### src/rtl/assert_macros.svh
// Assertion macros shared by the RTL files.
`ifndef ASSERT_MACROS_SVH
`define ASSERT_MACROS_SVH

// A condition that must hold at every clock edge outside reset.
`define ASSERT_ALWAYS(label, clk, rst, cond, msg) \
   label: assert property (@(posedge clk) disable iff (rst) (cond)) else $error(msg);

// A consequent that must hold in the same cycle as its antecedent.
`define ASSERT_IMPLY(label, clk, rst, ante, cons, msg) \
   label: assert property (@(posedge clk) disable iff (rst) (ante) |-> (cons)) else $error(msg);

`endif

### src/rtl/mm4acc_pkg.sv
package mm4acc_pkg;

   localparam int DIM       = 4;
   localparam int CELLS     = 16;
   localparam int IDX_W     = 2;
   localparam int ADDR_W    = 4;
   localparam int DATA_W    = 32;
   localparam int FRAC_BITS = 16;

   localparam logic [1:0] REQ_OPERAND  = 2'd0;
   localparam logic [1:0] REQ_CURRENT  = 2'd1;
   localparam logic [1:0] REQ_MULTIPLY = 2'd2;

   typedef struct packed {
      logic              en;
      logic [ADDR_W-1:0] cur_addr;
      logic [ADDR_W-1:0] opd_addr;
   } rd_req_type;

   typedef struct packed {
      logic              cur_en;
      logic              opd_en;
      logic [ADDR_W-1:0] addr;
      logic [DATA_W-1:0] data;
   } wr_req_type;

   typedef struct packed {
      logic valid;
      logic first;
      logic last;
   } mac_ctrl_type;

endpackage

### src/rtl/mm4acc_chan_if.sv
interface mm4acc_req_if;
   logic                                      valid;
   logic                                      ready;
   logic [1:0]                                req_type;
   logic [mm4acc_pkg::IDX_W-1:0]              row_index;
   logic [mm4acc_pkg::IDX_W-1:0]              column_index;
   logic signed [mm4acc_pkg::DATA_W-1:0]      element_value;

   modport source (output valid, output req_type, output row_index, output column_index,
                   output element_value, input ready);
   modport sink   (input valid, input req_type, input row_index, input column_index,
                   input element_value, output ready);
endinterface

interface mm4acc_rsp_if;
   logic                                      valid;
   logic                                      ready;
   logic [mm4acc_pkg::IDX_W-1:0]              out_row;
   logic [mm4acc_pkg::IDX_W-1:0]              out_column;
   logic signed [mm4acc_pkg::DATA_W-1:0]      out_value;
   logic                                      last_element;

   modport source (output valid, output out_row, output out_column, output out_value,
                   output last_element, input ready);
   modport sink   (input valid, input out_row, input out_column, input out_value,
                   input last_element, output ready);
endinterface

### src/rtl/mm4acc_store.sv
module mm4acc_store #(
   parameter int FRAC_BITS = mm4acc_pkg::FRAC_BITS
) (
   input  logic                                 clock,
   input  logic                                 reset,
   input  mm4acc_pkg::rd_req_type               rd,
   input  mm4acc_pkg::wr_req_type               wr,
   output logic signed [mm4acc_pkg::DATA_W-1:0] cur_data,
   output logic signed [mm4acc_pkg::DATA_W-1:0] opd_data
);

   localparam int DW = mm4acc_pkg::DATA_W;
   localparam int AW = mm4acc_pkg::ADDR_W;
   localparam int IW = mm4acc_pkg::IDX_W;
   localparam logic [DW-1:0] UNIT = DW'(1) << FRAC_BITS;

   logic [DW-1:0] cur_mem [mm4acc_pkg::CELLS];
   logic [DW-1:0] opd_mem [mm4acc_pkg::CELLS];

   logic [mm4acc_pkg::CELLS-1:0] cur_vld_ff;
   logic [mm4acc_pkg::CELLS-1:0] opd_vld_ff;

   logic [DW-1:0] cur_q_ff;
   logic [DW-1:0] opd_q_ff;
   logic          cur_vq_ff;
   logic          opd_vq_ff;
   logic          diag_ff;

   always_ff @(posedge clock) begin
      if (wr.cur_en) begin
         cur_mem[wr.addr] <= wr.data;
      end
      if (wr.opd_en) begin
         opd_mem[wr.addr] <= wr.data;
      end
   end

   always_ff @(posedge clock) begin
      if (rd.en) begin
         cur_q_ff <= cur_mem[rd.cur_addr];
         opd_q_ff <= opd_mem[rd.opd_addr];
      end
   end

   // Entries never written read as their reset value: identity and zero.
   always_ff @(posedge clock) begin
      if (reset) begin
         cur_vld_ff <= '0;
         opd_vld_ff <= '0;
      end else begin
         if (wr.cur_en) begin
            cur_vld_ff[wr.addr] <= 1'b1;
         end
         if (wr.opd_en) begin
            opd_vld_ff[wr.addr] <= 1'b1;
         end
      end
   end

   always_ff @(posedge clock) begin
      if (rd.en) begin
         cur_vq_ff <= cur_vld_ff[rd.cur_addr];
         opd_vq_ff <= opd_vld_ff[rd.opd_addr];
         diag_ff   <= (rd.cur_addr[AW-1:IW] == rd.cur_addr[IW-1:0]);
      end
   end

   assign cur_data = cur_vq_ff ? cur_q_ff : (diag_ff ? UNIT : '0);
   assign opd_data = opd_vq_ff ? opd_q_ff : '0;

endmodule

### src/rtl/mm4acc_mac.sv
`include "assert_macros.svh"

module mm4acc_mac #(
   parameter int FRAC_BITS = mm4acc_pkg::FRAC_BITS
) (
   input  logic                                 clock,
   input  logic                                 reset,
   input  mm4acc_pkg::mac_ctrl_type             ctrl,
   input  logic signed [mm4acc_pkg::DATA_W-1:0] cur_data,
   input  logic signed [mm4acc_pkg::DATA_W-1:0] opd_data,
   output logic                                 res_valid,
   output logic [mm4acc_pkg::DATA_W-1:0]        res_value
);

   localparam int DW = mm4acc_pkg::DATA_W;
   localparam int PW = 2 * DW;

   mm4acc_pkg::mac_ctrl_type ctrl_s1_ff;
   mm4acc_pkg::mac_ctrl_type ctrl_s2_ff;
   logic                     done_ff;

   logic signed [PW-1:0] prod_in;
   logic signed [PW-1:0] prod_ff;
   logic signed [PW-1:0] term;
   logic signed [PW-1:0] acc_in;
   logic signed [PW-1:0] acc_ff;

   assign prod_in = cur_data * opd_data;
   assign term    = prod_ff >>> FRAC_BITS;
   assign acc_in  = (ctrl_s2_ff.first ? '0 : acc_ff) + term;

   always_ff @(posedge clock) begin
      if (reset) begin
         ctrl_s1_ff <= '0;
         ctrl_s2_ff <= '0;
         done_ff    <= 1'b0;
      end else begin
         ctrl_s1_ff <= ctrl;
         ctrl_s2_ff <= ctrl_s1_ff;
         done_ff    <= ctrl_s2_ff.valid && ctrl_s2_ff.last;
      end
   end

   always_ff @(posedge clock) begin
      if (ctrl_s1_ff.valid) begin
         prod_ff <= prod_in;
      end
      if (ctrl_s2_ff.valid) begin
         acc_ff <= acc_in;
      end
   end

   always_comb begin
      if (!acc_ff[PW-1] && (|acc_ff[PW-2:DW-1])) begin
         res_value = {1'b0, {(DW-1){1'b1}}};
      end else if (acc_ff[PW-1] && !(&acc_ff[PW-2:DW-1])) begin
         res_value = {1'b1, {(DW-1){1'b0}}};
      end else begin
         res_value = acc_ff[DW-1:0];
      end
   end

   assign res_valid = done_ff;

   `ASSERT_IMPLY(a_dot_starts_fresh, clock, reset, ctrl.valid && ctrl.last, $past(ctrl.valid, 3) && $past(ctrl.first, 3), "Dot product closed without its first term three cycles earlier.")

endmodule

### src/rtl/matrix_multiply_4x4_accumulate.sv
// Keeps a current 4x4 matrix (identity after reset) and an operand 4x4 matrix, both signed
// Q16.16 in two 16-entry memories. A write request (operand or current element) returns
// nothing. A multiply request replaces the current matrix with current times operand and
// returns the 16 new elements in row-major order, the last one flagged. Each element is four
// multiply-accumulates issued one per cycle through a single multiplier, followed by the
// memory, multiply and accumulate pipeline stages; after every row the four results are
// written back to the current memory. The block takes no new request while a multiply runs,
// and a stall on the result side holds it. Products drop their low fraction bits (floor) and
// each finished sum saturates to 32 bits.
`include "assert_macros.svh"

module matrix_multiply_4x4_accumulate #(
   parameter int FRAC_BITS = mm4acc_pkg::FRAC_BITS
) (
   input  logic         clock,
   input  logic         reset,
   mm4acc_req_if.sink   req_in,
   mm4acc_rsp_if.source rsp_out
);

   localparam int DW = mm4acc_pkg::DATA_W;
   localparam int AW = mm4acc_pkg::ADDR_W;
   localparam int IW = mm4acc_pkg::IDX_W;
   localparam logic [IW-1:0] LAST_IDX  = IW'(mm4acc_pkg::DIM - 1);
   localparam logic [AW-1:0] LAST_ELEM = AW'(mm4acc_pkg::CELLS - 1);

   localparam logic [1:0] ST_IDLE  = 2'd0;
   localparam logic [1:0] ST_ISSUE = 2'd1;
   localparam logic [1:0] ST_WAIT  = 2'd2;
   localparam logic [1:0] ST_WB    = 2'd3;

   logic [1:0]    state_ff, state_in;
   logic [AW-1:0] elem_ff, elem_in;
   logic [IW-1:0] term_ff, term_in;
   logic [IW-1:0] wb_ff, wb_in;
   logic          res_pend_ff, res_pend_in;
   logic          out_vld_ff, out_vld_in;
   logic [IW-1:0] out_row_ff;
   logic [IW-1:0] out_col_ff;
   logic [DW-1:0] out_value_ff;
   logic          out_last_ff;
   logic [DW-1:0] row_ff [mm4acc_pkg::DIM];

   logic [IW-1:0] cur_r;
   logic [IW-1:0] cur_c;
   logic          accept;
   logic          load;

   mm4acc_pkg::rd_req_type   rd;
   mm4acc_pkg::wr_req_type   wr;
   mm4acc_pkg::mac_ctrl_type ctrl;

   logic signed [DW-1:0] cur_data;
   logic signed [DW-1:0] opd_data;
   logic                 mac_valid;
   logic [DW-1:0]        mac_value;

   assign cur_r  = elem_ff[AW-1:IW];
   assign cur_c  = elem_ff[IW-1:0];
   assign accept = req_in.valid && req_in.ready;
   assign load   = (state_ff == ST_WAIT) && (mac_valid || res_pend_ff)
                   && (!out_vld_ff || rsp_out.ready);

   assign req_in.ready = (state_ff == ST_IDLE);

   always_comb begin
      state_in     = state_ff;
      elem_in      = elem_ff;
      term_in      = term_ff;
      wb_in        = wb_ff;
      rd.en        = 1'b0;
      rd.cur_addr  = {cur_r, term_ff};
      rd.opd_addr  = {term_ff, cur_c};
      ctrl.valid   = 1'b0;
      ctrl.first   = (term_ff == '0);
      ctrl.last    = (term_ff == LAST_IDX);
      wr.cur_en    = accept && (req_in.req_type == mm4acc_pkg::REQ_CURRENT);
      wr.opd_en    = accept && (req_in.req_type == mm4acc_pkg::REQ_OPERAND);
      wr.addr      = {req_in.row_index, req_in.column_index};
      wr.data      = req_in.element_value;
      unique case (state_ff)
         ST_IDLE: begin
            if (accept && (req_in.req_type == mm4acc_pkg::REQ_MULTIPLY)) begin
               state_in = ST_ISSUE;
               elem_in  = '0;
               term_in  = '0;
            end
         end
         ST_ISSUE: begin
            rd.en      = 1'b1;
            ctrl.valid = 1'b1;
            term_in    = term_ff + 1'b1;
            if (term_ff == LAST_IDX) begin
               state_in = ST_WAIT;
            end
         end
         ST_WAIT: begin
            if (load) begin
               if (cur_c == LAST_IDX) begin
                  state_in = ST_WB;
                  wb_in    = '0;
               end else begin
                  state_in = ST_ISSUE;
                  elem_in  = elem_ff + 1'b1;
               end
            end
         end
         ST_WB: begin
            wr.cur_en = 1'b1;
            wr.addr   = {cur_r, wb_ff};
            wr.data   = row_ff[wb_ff];
            wb_in     = wb_ff + 1'b1;
            if (wb_ff == LAST_IDX) begin
               elem_in  = elem_ff + 1'b1;
               state_in = (elem_ff == LAST_ELEM) ? ST_IDLE : ST_ISSUE;
            end
         end
         default: begin
            state_in = ST_IDLE;
         end
      endcase
   end

   assign res_pend_in = (mac_valid || res_pend_ff) && !load;
   assign out_vld_in  = load || (out_vld_ff && !rsp_out.ready);

   always_ff @(posedge clock) begin
      if (reset) begin
         state_ff    <= ST_IDLE;
         elem_ff     <= '0;
         term_ff     <= '0;
         wb_ff       <= '0;
         res_pend_ff <= 1'b0;
         out_vld_ff  <= 1'b0;
      end else begin
         state_ff    <= state_in;
         elem_ff     <= elem_in;
         term_ff     <= term_in;
         wb_ff       <= wb_in;
         res_pend_ff <= res_pend_in;
         out_vld_ff  <= out_vld_in;
      end
   end

   always_ff @(posedge clock) begin
      if (load) begin
         out_row_ff     <= cur_r;
         out_col_ff     <= cur_c;
         out_value_ff   <= mac_value;
         out_last_ff    <= (elem_ff == LAST_ELEM);
         row_ff[cur_c]  <= mac_value;
      end
   end

   assign rsp_out.valid        = out_vld_ff;
   assign rsp_out.out_row      = out_row_ff;
   assign rsp_out.out_column   = out_col_ff;
   assign rsp_out.out_value    = out_value_ff;
   assign rsp_out.last_element = out_last_ff;

   mm4acc_store #(
      .FRAC_BITS (FRAC_BITS)
   ) u_store (
      .clock    (clock),
      .reset    (reset),
      .rd       (rd),
      .wr       (wr),
      .cur_data (cur_data),
      .opd_data (opd_data)
   );

   mm4acc_mac #(
      .FRAC_BITS (FRAC_BITS)
   ) u_mac (
      .clock     (clock),
      .reset     (reset),
      .ctrl      (ctrl),
      .cur_data  (cur_data),
      .opd_data  (opd_data),
      .res_valid (mac_valid),
      .res_value (mac_value)
   );

   `ASSERT_IMPLY(a_no_result_overrun, clock, reset, mac_valid, !res_pend_ff, "A new dot product finished before the previous one was taken.")
   `ASSERT_IMPLY(a_wb_no_read, clock, reset, wr.cur_en, !rd.en, "Current matrix written while a read is issued.")
   `ASSERT_ALWAYS(a_idle_clean, clock, reset, (state_ff != ST_IDLE) || (!res_pend_ff && !mac_valid), "Block idle with a dot product still in flight.")

endmodule
### src/flat_wrapper.sv
// flat-port wrapper written by rule: the top's interface ports become plain ports
module matrix_multiply_4x4_accumulate_flat 
#(
   parameter int FRAC_BITS = mm4acc_pkg::FRAC_BITS
)
  (clock, reset, req_in_valid, req_in_req_type, req_in_row_index, req_in_column_index, req_in_element_value, req_in_ready, rsp_out_valid, rsp_out_out_row, rsp_out_out_column, rsp_out_out_value, rsp_out_last_element, rsp_out_ready);
  mm4acc_req_if req_in_i ();
  mm4acc_rsp_if rsp_out_i ();
  input  logic clock;
  input  logic reset;
  input wire logic [$bits(req_in_i.valid)-1:0] req_in_valid;
  input wire logic [$bits(req_in_i.req_type)-1:0] req_in_req_type;
  input wire logic [$bits(req_in_i.row_index)-1:0] req_in_row_index;
  input wire logic [$bits(req_in_i.column_index)-1:0] req_in_column_index;
  input wire logic [$bits(req_in_i.element_value)-1:0] req_in_element_value;
  output wire logic [$bits(req_in_i.ready)-1:0] req_in_ready;
  output wire logic [$bits(rsp_out_i.valid)-1:0] rsp_out_valid;
  output wire logic [$bits(rsp_out_i.out_row)-1:0] rsp_out_out_row;
  output wire logic [$bits(rsp_out_i.out_column)-1:0] rsp_out_out_column;
  output wire logic [$bits(rsp_out_i.out_value)-1:0] rsp_out_out_value;
  output wire logic [$bits(rsp_out_i.last_element)-1:0] rsp_out_last_element;
  input wire logic [$bits(rsp_out_i.ready)-1:0] rsp_out_ready;
  assign req_in_i.valid = req_in_valid;
  assign req_in_i.req_type = req_in_req_type;
  assign req_in_i.row_index = req_in_row_index;
  assign req_in_i.column_index = req_in_column_index;
  assign req_in_i.element_value = req_in_element_value;
  assign req_in_ready = req_in_i.ready;
  assign rsp_out_valid = rsp_out_i.valid;
  assign rsp_out_out_row = rsp_out_i.out_row;
  assign rsp_out_out_column = rsp_out_i.out_column;
  assign rsp_out_out_value = rsp_out_i.out_value;
  assign rsp_out_last_element = rsp_out_i.last_element;
  assign rsp_out_i.ready = rsp_out_ready;
  matrix_multiply_4x4_accumulate #(.FRAC_BITS(FRAC_BITS)) u_core (.clock(clock), .reset(reset), .req_in(req_in_i), .rsp_out(rsp_out_i));
endmodule
### config.mk
export PLATFORM = sky130hd
export DESIGN_NAME = matrix_multiply_4x4_accumulate_flat
export DESIGN_NICKNAME = d
export VERILOG_FILES = /design/src/rtl/mm4acc_pkg.sv /design/src/rtl/mm4acc_chan_if.sv /design/src/rtl/mm4acc_store.sv /design/src/rtl/mm4acc_mac.sv /design/src/rtl/matrix_multiply_4x4_accumulate.sv /design/src/flat_wrapper.sv
export VERILOG_INCLUDE_DIRS = /design/src /design/src/rtl
export SDC_FILE = /design/constraint.sdc
export NUM_CORES = 2
export LEC_CHECK = 0
export BUFFER_PORTS_ARGS = -buffer_cell sky130_fd_sc_hd__buf_2
export CELL_PAD_IN_SITES_DETAIL_PLACEMENT = 1
export CELL_PAD_IN_SITES_GLOBAL_PLACEMENT = 2
export CORE_ASPECT_RATIO = 1.4
export CORE_MARGIN = 5
export CORE_UTILIZATION = 51
export DETAILED_ROUTE_END_ITERATION = 8
export GPL_ROUTABILITY_DRIVEN = 0
export PLACE_DENSITY = 0.94
export SKIP_CTS_REPAIR_TIMING = 1
export SLEW_MARGIN = 0
export SYNTH_ARGS = -nofsm -noshare
export SYNTH_HDL_FRONTEND = slang
export SYNTH_SLANG_ARGS = --single-unit
### constraint.sdc
create_clock -name clock -period 14.95 [get_ports clock]
set_clock_uncertainty 0.2 [all_clocks]
set_input_delay 1.495 -clock clock [delete_from_list [all_inputs] [get_ports clock]]
set_output_delay 1.495 -clock clock [all_outputs]
set_load 0.01 [all_outputs]
==> results.cfg <==
[floorplan]
die_y_um = 511
core_area_um2 = 179000
ioPinCount = 81
start_util = 0.511
rows = 184
dieArea_um2 = 188000
die_x_um = 368

[cells_and_area]
ff_latch_area_um2 = 42200
nFillCells = 17122
fin_cells = 9185
nNetsFinal = 8119
multi_input_area_um2 = 44600
area_delta_synth_final_pct = 8.88
drive_gt1_frac = 0.132
post-route-cell-area_um2 = 99600

[clock_network]
cts_max_level = 4
cts.reportedPaths.clkPinSlew_ns = 0.07
cts_num_sinks = 1421
cts_tree = done
cts_inserted_buffers = 134
cts_buffer_depth = 3
cts-root-buf = clkbuf_16
clock_latency_ns = 0.85

[synthesis]
yosys-mux-area-fraction = 0.0934
synth_top_family_by_area = adder cells
synth_compound_area_frac = 0.0286
ys_seq_elements = 1421
postSynthCellCount = 6723
synth_xor_area_frac = 0.0114
syn_nets = 8097
avgSynthCellArea_um2 = 13.6
synthAdderAreaFrac = 0.271
ys_seq_area_frac = 0.461
synth_edf_count = 1368
async_reset_ff_frac = 0
synth_simple_gate_area_share = 0.0800
yosys_most_used_dff = edfxtp_1
ys_warn_count = 0
netlist_area_um2 = 91500
synth_cell_types = 89

[sta]
fmax_mhz = 93.3
rsz0062_at_grt = no
setup_viol = 0
period_share = 0.717
post-route-min-period_ns = 10.71
max_slew_margin = 0.0490
worst_pin_slew_ns = 1.42
slew_violations = 0
final_hold_viol_count = 0
fin_tns_setup_ns = 0

[worst_setup_path]
setup.worst_path.class = reg2reg
rr_worst_depth = 24
r2r-start = u_core.u_store.opd_vq_ff
cp_common_cell = fa_1
crit_path_end_kind = register
r2r_end = u_core.u_mac.prod_ff[63]
crit_path_top_delay_cell = and2_1
critPathMaxStageDelay_ns = 0.71
startpoint_type = register
path_cells = buf_4 > and2_1 > buf_4 > nand2_1 > fa_1 > inv_1 > fa_1 > fa_1 > fa_1 > fa_1 > fa_1 > fa_1 > fa_1 > ha_1 > and4_1 > nand2_1 > nor2_1 > o211ai_1 > o2bb2ai_1 > nor2_1 > o311ai_1 > nand2_1 > o2111ai_1 > xnor2_1
critPathMaxFanout = 72
cp.required_ns = 15.28
cp.arrival_ns = 11.04
rrSetupSlack_ns = 4.24

[global_routing]
grt_pass1_wl_mm = 474
overflow = 0
grt_pass1_vias = 66695
grt.total_usage = 0.353
grt_max_degree = 110
antenna_found_initial = 24

[placement]
portBuffers = 80
dp_cells = 8934
dpl.hpwl_mm = 210
place_area_um2 = 94900

[route]
vias_per_cell = 6.50
drt_iter0_drc = 7205
routedWlPerCell_um = 35.9
vias = 59663
wl_mm = 330
ant_nets = 0
first_pass_iters = 5
drc = 0

[power_and_ir_drop]
p_per_area_nw_per_um2 = 118
cellLeakagePower_nw = 38.2
vdd_drop_max_uv = 174

[flow_run]
max_cap_viol_count = 0

[min_path]
holdPathEnd = u_core.u_mac.ctrl_s2_ff[0]
hold_depth = 1
min_path_type = reg2reg
hp-start = u_core.u_mac.ctrl_s1_ff[0]

[outcome]
run_status = finished, final reports clean
cell families after synthesis:
logic type | count (synthesis)
buffers and inverters | 1335
AOI/OAI and AO/OA | 383
xor gates and xnor gates | 119
adders and majority gates | 1332
DFF | 1421
muxes | 397
and+or+nand+nor | 1736
report_power, final:
group          internal (W)  switching [W]  leakage (nW)  total, W
logic               0.00132        0.00211          23.2   0.00343
clock network       0.00199        0.00175          2.22   0.00373
registers           0.00453      0.0000291          12.8   0.00456
metal layers:
layer / vias to the layer above / part of all wire / track usage
met1: 30971 / 0.31 / 0.388
met4: 16 / 0.092 / 0.247
met2: 4580 / 0.49 / 0.595
met5: - / 0.00032 / 0
li1: 22541 / - / -
met3: 1555 / 0.11 / 0.0968
sequential cells by signal (all words and copies together), names as in the netlist, 3 cells and up, named ones only:
name / cells
u_core.u_mac.acc_ff: 64
u_core.u_store.cur_mem: 512
u_core.u_mac.ctrl_s2_ff: 3
u_core.u_store.opd_q_ff: 32
u_core.u_store.cur_q_ff: 32
u_core.u_store.opd_vld_ff: 16
u_core.row_ff: 128
u_core.rsp_out.out_value: 32
u_core.u_mac.ctrl_s1_ff: 3
u_core.u_store.opd_mem: 512
u_core.u_store.cur_vld_ff: 16
u_core.elem_ff: 4
u_core.u_mac.prod_ff: 48
cell usage after synthesis (all sizes together) (6+ instances only):
library cell,number,share of area
a211oi,12,0.0011
a21o,55,0.0045
a21oi,115,0.0065
a311oi,6,0.00083
a31oi,18,0.0012
and2,69,0.0047
and3,22,0.0015
buf,48,0.0020
clkbuf,283,0.012
dfxtp,53,0.012
edfxtp,1368,0.45
fa,1082,0.24
ha,250,0.034
inv,1003,0.041
mux2,33,0.0041
mux4,362,0.089
nand2,636,0.026
nand2b,20,0.0014
nand3,52,0.0029
nand4,24,0.0016
nor2,759,0.031
nor2b,91,0.0062
nor3,29,0.0016
nor3b,6,0.00055
nor4,11,0.00075
o211ai,7,0.00063
o21a,23,0.0019
o21ai,75,0.0043
o21bai,17,0.0014
o31ai,6,0.00055
xnor2,82,0.0079
xor2,37,0.0035
cell usage in the layout, fill, tap and decap left out, drive strengths merged, types with 22 or more instances in the layout:
cell type / count
clkinv: 54
and3: 22
nor3: 29
and2: 69
xnor2: 82
ha: 250
xor2: 37
mux4: 362
mux2: 33
o21a: 23
edfxtp: 1368
clkbuf: 162
nor2: 759
fa: 1082
a21o: 55
buf: 217
o21ai: 75
a21oi: 115
nand4: 24
nand2: 636
dfxtp: 53
inv: 1006
nor2b: 91
nand3: 52
layout make-up:
| type | count | share of cell area |
|---|---|---|
| Multi-Input combinational cell | 3967 | 0.448 |
| Sequential cell | 1421 | 0.423 |
| Inverter | 1004 | 0.0379 |
| Clock buffer | 162 | 0.0353 |
| Tap cell | 2325 | 0.0292 |
| Timing Repair Buffer | 217 | 0.0145 |
| Clock inverter | 80 | 0.0114 |
| Antenna cell | 9 | 0.000226 |
worst max-delay path: cells and delay by family, from the launching register on:
| family | cells | cell delay [ns] |
|---|---|---|
| and+or+nand+nor | 7 | 2.22 |
| buffers and inverters | 3 | 1.14 |
| DFF | 1 | 0.37 |
| AOI/OAI and AO/OA | 4 | 1.57 |
| xor gates and xnor gates | 1 | 0.10 |
| adders and majority gates | 9 | 4.70 |
per-stage QoR:
| step | hold slack [ns] | util | total power [W] | setup slack (ns) |
|---|---|---|---|---|
| 2_1_floorplan | 0.195 | - | 0.00700 | 6.34 |
| 3_3_place_gp | 0.211 | 0.531 | 0.00785 | 4.85 |
| 3_5_place_dp | 0.231 | 0.531 | 0.00801 | 4.58 |
| 4_1_cts | 0.276 | 0.557 | 0.0117 | 4.48 |
| 5_1_grt | 0.289 | 0.557 | 0.0123 | 4.05 |
| 6_report | 0.276 | 0.557 | 0.0117 | 4.24 |
worst max path at each step:
stage                     slack (ns)                       end  cells after the start                      from
after detailed placement        4.58  u_core.u_mac.prod_ff[62]                     26  u_core.u_store.cur_vq_ff
after CTS                       4.48  u_core.u_mac.prod_ff[63]                     22  u_core.u_store.cur_vq_ff
after global placement          4.85  u_core.u_mac.prod_ff[63]                     22  u_core.u_store.cur_vq_ff
after global routing            4.05  u_core.u_mac.prod_ff[63]                     26  u_core.u_store.cur_vq_ff
after floorplan                 6.34  u_core.u_mac.prod_ff[63]                     29  u_core.u_store.cur_vq_ff
final                           4.24  u_core.u_mac.prod_ff[63]                     24  u_core.u_store.opd_vq_ff
No activity file was read; power rests on OpenSTA's default activity.
